### src/design/svf_pkg.sv
// ----------------------------------------------------------------------------
// svf_pkg
// Shared types and constants for the sliding-window velocity fit core.
// ----------------------------------------------------------------------------
package svf_pkg;

    localparam int MAX_WINDOW_DEF = 16;
    localparam int WIN_MIN        = 2;
    localparam logic [4:0] WIN_RESET = 5'd16;

    localparam int POS_W   = 32;
    localparam int STAMP_W = 40;
    localparam int VEL_W   = 32;
    localparam int HELD_W  = 5;
    localparam int CFG_W   = 5;

    localparam int ACC_W   = 128;   // sums and products, two's complement
    localparam int MP_W    = 64;    // serial multiplier operand width
    localparam int STEP_W  = 6;     // counts MP_W serial steps
    localparam logic [STEP_W-1:0] STEP_LAST = 6'd63;
    localparam logic [MP_W-1:0]   SCALE     = 64'd1000000;

    localparam logic [1:0] AXIS_X = 2'd0;
    localparam logic [1:0] AXIS_Z = 2'd2;

    // input word action codes
    localparam logic ACT_PUSH  = 1'b0;
    localparam logic ACT_CLEAR = 1'b1;

    typedef enum logic [3:0] {
        ST_IDLE,
        ST_T0_RD,
        ST_T0_LD,
        ST_S_RD,
        ST_S_LD,
        ST_S_MUL,
        ST_F1_LD,
        ST_F1_MUL,
        ST_F2_LD,
        ST_F2_MUL,
        ST_F3_LD,
        ST_F3_MUL,
        ST_DIV_GO,
        ST_DIV_WAIT,
        ST_DONE
    } state_t;

    typedef struct packed {
        logic       push;       // store sample, update ring
        logic       clr;        // empty the window
        logic       ld_t0;      // latch oldest stamp
        logic       ld_sample;  // load lanes from read word
        logic       mul_step;   // one serial multiply step
        logic       mul_top;    // step on the multiplier sign bit
        logic       mul_sub;    // subtract product from accumulator
        logic       lane0_en;   // lane 0 takes part in the step
        logic       ld_f1;      // n * sums
        logic       ld_f2;      // minus st * sums
        logic       ld_f3;      // numerators times scale
        logic       div_start;
        logic [1:0] axis;
        logic       out_load;
    } cmd_t;

    typedef struct packed {
        logic few;       // fewer than two samples held
        logic last;      // current index is the newest sample
        logic den_bad;   // denominator zero or negative
        logic div_done;
        logic out_busy;  // output word waiting and stalled
    } stat_t;

endpackage

### src/design/svf_ctrl.sv
// ----------------------------------------------------------------------------
// svf_ctrl
// Sequencer: accept, sample walk, serial multiply phases, three divisions.
// ----------------------------------------------------------------------------
module svf_ctrl
    import svf_pkg::*;
#(
    parameter int MAX_WINDOW = MAX_WINDOW_DEF
) (
    input  logic                          clk,
    input  logic                          rst_n,
    input  logic                          in_valid,
    output logic                          in_stall,
    input  logic                          action,
    input  stat_t                         stat,
    output cmd_t                          cmd,
    output logic [$clog2(MAX_WINDOW)-1:0] idx
);

    localparam int AW = $clog2(MAX_WINDOW);

    state_t            state_reg, state_next;
    logic [AW-1:0]     idx_reg, idx_next;
    logic [STEP_W-1:0] step_reg, step_next;
    logic [1:0]        axis_reg, axis_next;

    always_ff @(posedge clk or negedge rst_n)
    begin
        if (!rst_n)
        begin
            state_reg <= ST_IDLE;
            idx_reg   <= '0;
            step_reg  <= '0;
            axis_reg  <= AXIS_X;
        end
        else
        begin
            state_reg <= state_next;
            idx_reg   <= idx_next;
            step_reg  <= step_next;
            axis_reg  <= axis_next;
        end
    end

    always_comb
    begin
        state_next   = state_reg;
        idx_next     = idx_reg;
        step_next    = step_reg;
        axis_next    = axis_reg;
        cmd          = '0;
        cmd.lane0_en = 1'b1;
        cmd.axis     = axis_reg;
        cmd.mul_top  = (step_reg == STEP_LAST);
        in_stall     = (state_reg != ST_IDLE);
        case (state_reg)
            ST_IDLE:
            begin
                idx_next  = '0;
                axis_next = AXIS_X;
                if (in_valid)
                begin
                    if (action == ACT_CLEAR)
                    begin
                        cmd.clr    = 1'b1;
                        state_next = ST_DONE;
                    end
                    else
                    begin
                        cmd.push   = 1'b1;
                        state_next = ST_T0_RD;
                    end
                end
            end
            ST_T0_RD:
            begin
                state_next = stat.few ? ST_DONE : ST_T0_LD;
            end
            ST_T0_LD:
            begin
                cmd.ld_t0  = 1'b1;
                state_next = ST_S_RD;
            end
            ST_S_RD:
            begin
                state_next = ST_S_LD;
            end
            ST_S_LD:
            begin
                cmd.ld_sample = 1'b1;
                step_next     = '0;
                state_next    = ST_S_MUL;
            end
            ST_S_MUL:
            begin
                cmd.mul_step = 1'b1;
                step_next    = step_reg + STEP_W'(1);
                if (step_reg == STEP_LAST)
                begin
                    if (stat.last)
                    begin
                        state_next = ST_F1_LD;
                    end
                    else
                    begin
                        idx_next   = idx_reg + AW'(1);
                        state_next = ST_S_RD;
                    end
                end
            end
            ST_F1_LD:
            begin
                cmd.ld_f1  = 1'b1;
                step_next  = '0;
                state_next = ST_F1_MUL;
            end
            ST_F1_MUL:
            begin
                cmd.mul_step = 1'b1;
                step_next    = step_reg + STEP_W'(1);
                if (step_reg == STEP_LAST)
                begin
                    state_next = ST_F2_LD;
                end
            end
            ST_F2_LD:
            begin
                cmd.ld_f2  = 1'b1;
                step_next  = '0;
                state_next = ST_F2_MUL;
            end
            ST_F2_MUL:
            begin
                cmd.mul_step = 1'b1;
                cmd.mul_sub  = 1'b1;
                step_next    = step_reg + STEP_W'(1);
                if (step_reg == STEP_LAST)
                begin
                    state_next = ST_F3_LD;
                end
            end
            ST_F3_LD:
            begin
                if (stat.den_bad)
                begin
                    state_next = ST_DONE;
                end
                else
                begin
                    cmd.ld_f3  = 1'b1;
                    step_next  = '0;
                    state_next = ST_F3_MUL;
                end
            end
            ST_F3_MUL:
            begin
                cmd.mul_step = 1'b1;
                cmd.lane0_en = 1'b0;
                step_next    = step_reg + STEP_W'(1);
                if (step_reg == STEP_LAST)
                begin
                    state_next = ST_DIV_GO;
                end
            end
            ST_DIV_GO:
            begin
                cmd.div_start = 1'b1;
                state_next    = ST_DIV_WAIT;
            end
            ST_DIV_WAIT:
            begin
                if (stat.div_done)
                begin
                    if (axis_reg == AXIS_Z)
                    begin
                        state_next = ST_DONE;
                    end
                    else
                    begin
                        axis_next  = axis_reg + 2'd1;
                        state_next = ST_DIV_GO;
                    end
                end
            end
            ST_DONE:
            begin
                if (!stat.out_busy)
                begin
                    cmd.out_load = 1'b1;
                    state_next   = ST_IDLE;
                end
            end
            default:
            begin
                state_next = ST_IDLE;
            end
        endcase
    end

    assign idx = idx_reg;

endmodule

### config.mk
export PLATFORM = sky130hd
export DESIGN_NAME = svf_ctrl
export DESIGN_NICKNAME = d
export VERILOG_FILES = /design/src/design/svf_pkg.sv /design/src/design/svf_ctrl.sv
export SDC_FILE = /design/constraint.sdc
export NUM_CORES = 1
export LEC_CHECK = 0
export ABC_CLOCK_PERIOD_IN_PS = 2600
export BUFFER_PORTS_ARGS = -buffer_cell sky130_fd_sc_hd__buf_2
export CORE_ASPECT_RATIO = 0.9
export CORE_MARGIN = 4
export CORE_UTILIZATION = 52
export DETAILED_ROUTE_END_ITERATION = 10
export PLACE_DENSITY = 0.78
export SLEW_MARGIN = 20
export SYNTH_ARGS = -nofsm -noshare
export SYNTH_HDL_FRONTEND = slang
export SYNTH_SLANG_ARGS = --single-unit
### constraint.sdc
create_clock -name clk -period 2.6 [get_ports clk]
set_input_delay 0 -clock clk [delete_from_list [all_inputs] [get_ports clk]]
set_output_delay 0 -clock clk [all_outputs]
set_load 0.05 [all_outputs]
* After elaboration in Yosys (flattened, before gate mapping)
Index checks and enable logic that the tools add are counted.
Operators by class: add/sub/neg operators 3, multiply operators 0, div/mod/pow operators 0, $lt $le $gt $ge 0, eq/ne operators 26, shift-type cells 0, muxes and demuxes 37, bitwise logic cells 0, reductions and logical operators 11
Operators by type and width (number):
- 4-bit one-hot mux with 15 select lines | 1
- 4-bit two-way mux | 11
- 4-bit == test, second input constant | 7
- 2-bit inequality test, second input constant | 10
- 6-bit one-hot mux with 3 select lines | 1
- 4-bit by 3-bit == test with 1-bit output, second input constant | 4
- 1-bit two-way mux | 14
- 2-bit two-way mux | 5
- 4-bit by 2-bit == test with 1-bit output, second input constant | 2
- 4-bit one-hot mux with 2 select lines | 1
- 7-bit AND reduction | 1
- 6-bit by 1-bit adder with 6-bit output, second input constant | 1
- 6-bit == test, second input constant | 1
- 3-bit two-way mux | 2
- 6-bit two-way mux | 1
- 3-bit AND reduction | 2
- 4-bit by 1-bit adder with 4-bit output, second input constant | 1
- 4-bit by 1-bit == test with 1-bit output, second input constant | 1
- 4-bit zero test | 1
- 2-bit one-hot mux with 2 select lines | 1
- 2-bit nonzero test | 2
- 4-bit nonzero test | 1
- 4-bit OR reduction | 1
- 3-bit nonzero test | 1
- other kinds (4) | 4
Word-level totals: register bits 16, bits in latches 0, RAM bits 0, bits in read-only memories 0, bits of input ports 9, output and inout port bits 20, word-level logic and storage cells 81, memories kept 0

* Longest topological paths before layout
Gate-level depths: netlist of run 1.
depth in word-level cells 4, gate-level depth with buffers 8

* Worst setup path before layout of run 1
Ideal clock, no wire load.
kind register to register, start point reg step_reg[0], end point reg state_reg[1], setup time 0.125 ns, arrival time 1.989 ns, data required time 2.475 ns, setup slack 0.487 ns, stages on the path, launching flop included 6, path buffers 0, clock period less this slack 2.113 ns, cell sequence dfrtp_1 -> ha_1 -> nand3_1 -> nor2_1 -> o221ai_1 -> mux2_2
RTL lines:
- start, declared | RTL line svf_ctrl.sv:24 | logic [STEP_W-1:0] step_reg, step_next;
- start signal, assigned | RTL line svf_ctrl.sv:40 | step_reg <= step_next;
- end signal, assigned | RTL line svf_ctrl.sv:38 | state_reg <= state_next;
- end, declared | RTL line svf_ctrl.sv:22 | state_t state_reg, state_next;

* Final worst setup path of run 1
start point reg state_reg[3], end point reg state_reg[1]
Between the ends: cells in the longest elaborated chain, start to end 3, elaborated cells on any way between the ends 24
Ends and longest elaborated chain:
- 4-bit by 3-bit == test with 1-bit output (tied with other cells) | RTL line svf_ctrl.sv:56 | case (state_reg)
- 2-bit inequality test (no line)
- 7-bit AND reduction (no line)
Several ways; a longest one is shown, not always the timed one. A chain may end at the register's enable or synchronous reset.

==> reports/metrics.cfg, run 1 <==
[timing]
finClkSkew_ns = 0.007110
setup_violations = 0
hold_viol = 0
tightestPinTransition_ns = 0.5778
rsz0062_at_grt = no
fin_crit_sh_pct = 84.61
fmax_mhz = 454.6
setup_ws_ns = 0.4001
slew_headroom_pct = 61.07
fin_crit_ns = 2.200
drv_slew = 0
whs_ns = 0.1089
tns_ns = 0

[drt]
wirelength_mm = 2.736
vias = 1114
drc_errors = 0
avgRoutedWirePerCell_um = 14.63
post_drt_via_cell_ratio = 5.957
drt_iter0_drc = 41
firstDrtPassIters = 4
drtAntennaViolNets = 0

[cells_and_area]
nets = 179
post-route-util_pct = 66.42
n_fill_cell = 168
syn2layout_area_growth_pct = 15.70
largest_reg_flops = 6
instances_no_fill = 187
antenna_cells = 0
drive_gt1_share_pct = 22.22

[cts]
clkLatencyLatePin_ns = 0.28
numCtsBuffers = 3
cts.htree.levels = 1
clock-sinks = 16
clk_pin_slew_ns = 0.10
root_buffer = clkbuf_4
cts_resized = 0
cts_tree = yes
cts_setup_buffers = 0
clk_path_buf_depth = 2

[setup_path]
end_kind = flip-flop
cp_num_buf_inv = 1
critPathTopFamily = compound AO/OA/AOI/OAI gates
critical_path_class = reg2reg
path_cells = inv_1, ha_1, o21ai_0, o221ai_1, mux2_2
cp_slowest_stage_delay_ns = 0.47
cp_max_fo = 12
worst_ep_required_time_ns = 2.77
start_kind = flip-flop
cpMaxStageDelayCell = o221ai_1
critPathArrivalTime_ns = 2.37

[pwr]
leakage_nw = 0.6762
p_per_area_nw_per_um2 = 1168
vdd_drop_max_mv = 0.6578

[global_route]
antenna_found_initial = 0
grt_pass1_vias = 1068
grt_max_degree = 19
grt_pass1_wl_mm = 4.588
grt_overflow = 0
grt_util_all_layers_pct = 19.28

[die]
fp.coreArea_um2 = 2027
dieArea_um2 = 3060
die_w_um = 57.87
die_y_um = 52.88
num_io_pins = 29
initial_core_util_pct = 57.41
fp-row-count = 15

[outcome]
status = finished, final reports clean

[placed_design]
pre_cts_ws_ns = 0.4337
dp_hpwl_mm = 2.102
gp_congestion = 0.8466
portBuffers = 28
dpl.cell_count = 182

[yosys]
yosysSeqAreaShare_pct = 34.41
synth_cells = 136
async_reset_ff_share_pct = 100.0
synth_top_area_cell = dfrtp_1
ys.flop_type = dfrtp_1
synth_edf_count = 0
synthesis.area_um2 = 1164
yosys_warnings = 0
yosys.cell_types.count = 42
avgSynthCellArea_um2 = 8.556
ys_ff_latch = 16
synth_area_leaders = dfrtp_1, ha_1, mux2i_1, and2_1, o21ai_0
synthDominantCellAreaShare_pct = 34.41
syn-num-nets = 152

[min_path]
hold_class = in2reg

[run]
cap_violations = 0

repair_timing:
| item | 4_1_cts | 5_1_grt |
|---|---|---|
| hold endpoints to repair | 16 | 0 |
| hold buffers | 1 | 0 |
| endpoints found under the setup margin | 0 | 0 |
power by group:
part	switching (mW)	leakage [nW]	internal [mW]
Clock	0.0772	0.0210	0.0851
Sequential	0.107	0.210	0.316
Combinational	0.638	0.445	0.348
Total	0.822	0.676	0.750
per-layer routing:
layer	wire length [um]	share of wire (%)	vias to the layer above	track usage (%)
met1	1241	45	524	23.17
met3	199	7.3	2	2.439
li1	-	-	541	-
met4	25	0.91	0	6.950
met5	0	0	-	0
met2	1270	46	47	35.15
worst paths after layout:
| check | start | to | slack [ns] | cells past startpoint |
|---|---|---|---|---|
| min | stat[1] | axis_reg[1] | 0.11 | 3 |
| min in group asynchronous | rst_n | idx[3] | 0.15 | 2 |
| min reg2reg | step_reg[5] | step_reg[5] | 0.51 | 1 |
| max in group asynchronous | rst_n | step_reg[1] | 2.19 | 2 |
| max reg2reg | state_reg[3] | state_reg[1] | 0.40 | 5 |
| max | state_reg[3] | state_reg[1] | 0.40 | 5 |
logic make-up after synthesis:
family	synth area share, %
AND/OR/NAND/NOR	24.09
AO/OA/AOI/OAI	20.65
buffers and inverters	6.237
flip-flops	34.41
multiplexers	7.097
adder cells (fa/ha/maj)	7.527
cells in the mapped netlist (3+ instances only):
| cell type | count |
|---|---|
| a21oi_1 | 4 |
| a31oi_1 | 3 |
| and2_1 | 8 |
| clkbuf_1 | 5 |
| dfrtp_1 | 16 |
| ha_1 | 7 |
| inv_1 | 10 |
| mux2i_1 | 6 |
| nand2_1 | 11 |
| nand3_1 | 4 |
| nor2_1 | 10 |
| nor2b_1 | 3 |
| o21ai_0 | 10 |
final cells by class:
cell class	instances	area, um2	area share [%]
sequential	16	400.4	29.74
timing repair buffer	29	150.1	11.15
inverter	10	37.54	2.788
clock buffer	4	36.28	2.695
multi-input combinational	103	690.7	51.30
tap	25	31.28	2.323
worst min-delay path, delay by kind of cell:
kind / cells / cell delay (ns)
compound gates: 1 / 0.14
buf+inv: 1 / 0.13
mux: 1 / 0.08
layout by cell type (no fill, tap or decap), drive strengths merged, types with 3 or more instances in the layout:
cell type / synthesis / final
nor2: 10 / 10
inv: 10 / 10
nand2: 11 / 11
nor2b: 3 / 3
nand3: 4 / 4
clkbuf: 5 / 4
and2: 8 / 8
mux2i: 6 / 6
o21ai: 11 / 11
a31oi: 3 / 3
ha: 7 / 7
buf: 2 / 28
dfrtp: 16 / 16
a21oi: 4 / 4
stage by stage:
step,total power [mW],instance area [um2]
2_1_floorplan,1.208,1164
3_3_place_gp,1.373,1300
3_5_place_dp,1.406,1300
4_1_cts,1.573,1346
5_1_grt,1.684,1346
6_report,1.572,1346
No activity file was read; power rests on OpenSTA's default activity.
==> inputs of run 2 (changes only) <==
--- a/config.mk
+++ b/config.mk
@@ -5,13 +5,13 @@
 export SDC_FILE = /design/constraint.sdc
 export NUM_CORES = 1
 export LEC_CHECK = 0
-export ABC_CLOCK_PERIOD_IN_PS = 2600
+export ABC_CLOCK_PERIOD_IN_PS = 2000
 export BUFFER_PORTS_ARGS = -buffer_cell sky130_fd_sc_hd__buf_2
 export CORE_ASPECT_RATIO = 0.9
 export CORE_MARGIN = 4
-export CORE_UTILIZATION = 52
+export CORE_UTILIZATION = 47
 export DETAILED_ROUTE_END_ITERATION = 10
-export PLACE_DENSITY = 0.78
+export PLACE_DENSITY = 0.75
 export SLEW_MARGIN = 20
 export SYNTH_ARGS = -nofsm -noshare
 export SYNTH_HDL_FRONTEND = slang
==> constraint.sdc (replaced) <==
create_clock -name clk -period 2 [get_ports clk]
set_input_delay 0 -clock clk [delete_from_list [all_inputs] [get_ports clk]]
set_output_delay 0 -clock clk [all_outputs]
set_load 0.05 [all_outputs]
==> reports/metrics.cfg, run 2 (synthesis gave the netlist of run 1 again) <==
[setup_path]
critPathArrivalTime_ns = 2.06  ; was 2.37 ns
worst_ep_required_time_ns = 2.18  ; was 2.77 ns
end_kind = flip-flop  ; unchanged
critical_path_class = reg2reg  ; unchanged
cp_max_fo = 10  ; was 12
start_kind = flip-flop  ; unchanged

[placed_design]
pre_cts_ws_ns = 0.1798  ; was 0.4337 ns
dpl.cell_count = 190  ; was 182
gp_congestion = 0.8676  ; was 0.8466
placedInstanceArea_um2 = 1350  ; was 1300 um2
portBuffers = 28  ; unchanged
dp_hpwl_mm = 2.049  ; was 2.102 mm

[cells_and_area]
antenna_cells = 0  ; unchanged
layout_common_cells = buf_2, dfrtp_1, nand2_1  ; unchanged
largest_reg_flops = 6  ; unchanged
instances_no_fill = 195  ; was 187
nets = 185  ; was 179
final_common_cell = buf_2  ; unchanged
fin_area_um2 = 1399  ; was 1346 um2
drive_gt1_share_pct = 26.19  ; was 22.22%
syn2layout_area_growth_pct = 20.21  ; was 15.70%

[timing]
fin_crit_ns = 1.883  ; was 2.200 ns
tns_ns = 0  ; unchanged
rsz0062_at_grt = no  ; unchanged
hold_viol = 0  ; unchanged
finClkSkew_ns = 0.002978  ; was 0.007110 ns
drv_slew = 0  ; unchanged
slew_headroom_pct = 67.59  ; was 61.07%
setup_violations = 0  ; unchanged
tightestPinTransition_ns = 0.4862  ; was 0.5778 ns
setup_ws_ns = 0.1174  ; was 0.4001 ns
fmax_mhz = 531.2  ; was 454.6 MHz
fin_crit_sh_pct = 94.13  ; was 84.61%

[pwr]
clkPwrFrac_pct = 10.0  ; was 10.3%
seqPwrFrac_pct = 24.0  ; was 26.9%
finalPower_mw = 2.155  ; was 1.572 mW
vdd_drop_max_mv = 0.9573  ; was 0.6578 mV
p_per_area_nw_per_um2 = 1541  ; was 1168 nW/um2
power_switching_mw = 1.095  ; was 0.8223 mW
sw_frac_of_total_pct = 50.79  ; was 52.31%
power.internal_mw = 1.061  ; was 0.7498 mW
leakage_nw = 0.7027  ; was 0.6762 nW
p_comb_share_pct = 66.0  ; was 62.7%

[drt]
drt_iter0_drc = 44  ; was 41
wirelength_mm = 2.722  ; was 2.736 mm
firstDrtPassIters = 4  ; unchanged
post_drt_via_cell_ratio = 5.656  ; was 5.957
drc_errors = 0  ; unchanged
drtAntennaViolNets = 0  ; unchanged
avgRoutedWirePerCell_um = 13.96  ; was 14.63 um
vias = 1103  ; was 1114

[outcome]
status = finished, final reports clean  ; unchanged

[cts]
clkLatencyLatePin_ns = 0.29  ; was 0.28 ns
numCtsBuffers = 3  ; unchanged
clock-sinks = 16  ; unchanged
cts_tree = yes  ; unchanged
cts_setup_buffers = 0  ; unchanged
cts.htree.levels = 1  ; unchanged
root_buffer = clkbuf_4  ; unchanged
clk_path_buf_depth = 2  ; unchanged
clk_pin_slew_ns = 0.10  ; about the same

[die]
fp-row-count = 16  ; was 15
fp.coreArea_um2 = 2262  ; was 2027 um2
dieArea_um2 = 3337  ; was 3060 um2
num_io_pins = 29  ; unchanged
die_w_um = 60.45  ; was 57.87 um
die_y_um = 55.21  ; was 52.88 um
initial_core_util_pct = 51.44  ; was 57.41%

[global_route]
grt_pass1_vias = 1043  ; was 1068
antenna_found_initial = 0  ; unchanged
grt_max_degree = 19  ; unchanged
grt_pass1_wl_mm = 4.588  ; unchanged
grt_overflow = 0  ; unchanged
grt_util_all_layers_pct = 17.19  ; was 19.28%

[min_path]
hold_class = in2reg  ; unchanged

[run]
cap_violations = 0  ; unchanged

-- run 2: what timing repair did --
item	CTS	global route
resized for setup	0	1
hold buffers	1	0
endpoints found under the hold margin	16	0
setup endpoints to repair	0	1
-- run 2: routing by layer --
layer / share of wire, % / global-route usage (%) / routed length [um] / up-vias
met5: 0 / 0 / 0 / -
met1: 44 / 21.85 / 1210 / 526
li1: - / - / - / 554
met2: 50 / 29.32 / 1374 / 23
met3: 5.0 / 5.128 / 137 / 0
met4: 0 / 1.858 / 0 / 0
-- run 2: metrics by stage --
step | utilization [%] | hold slack (ns)
after floorplan | - | -0.2956
after global placement | 59.68 | -0.07083
after detailed placement | 59.68 | -0.06784
after CTS | 61.73 | 0.08627
after global routing | 61.84 | 0.08930
final | 61.84 | 0.09425
-- run 2: power groups by stage --
stage	registers, mW	clock network [mW]	logic [mW]
floorplan	0.573	0	0.997
global placement	0.517	0	1.38
detailed placement	0.522	0	1.41
CTS	0.514	0.224	1.42
global route	0.535	0.239	1.57
finish	0.518	0.215	1.42
-- run 2: worst paths after layout --
check	end	depth (start not counted)	slack (ns)	start
hold reg to reg	step_reg[5]	1	0.50	step_reg[5]
max in group asynchronous	step_reg[1]	2	1.59	rst_n
hold / removal	axis_reg[1]	3	0.09	stat[1]
setup reg to reg	state_reg[1]	6	0.12	state_reg[2]
min in group asynchronous	idx[2]	2	0.15	rst_n
setup / recovery	state_reg[1]	6	0.12	state_reg[2]
-- run 2: worst max-delay path, stage by stage, from the launching register on --
cell      delay, ns
dfrtp_1        0.41
inv_1          0.11
ha_1           0.35
nor4b_1        0.31
a31oi_1        0.10
o221ai_1       0.13
mux2_2         0.36
-- run 2: cell type report --
type | count | area (um2)
fill | 197 | 863.3
multi-input combinational | 103 | 695.7
sequential | 16 | 400.4
timing repair buffer | 35 | 195.2
inverter | 10 | 37.54
clock buffer | 4 | 36.28
tap | 27 | 33.78
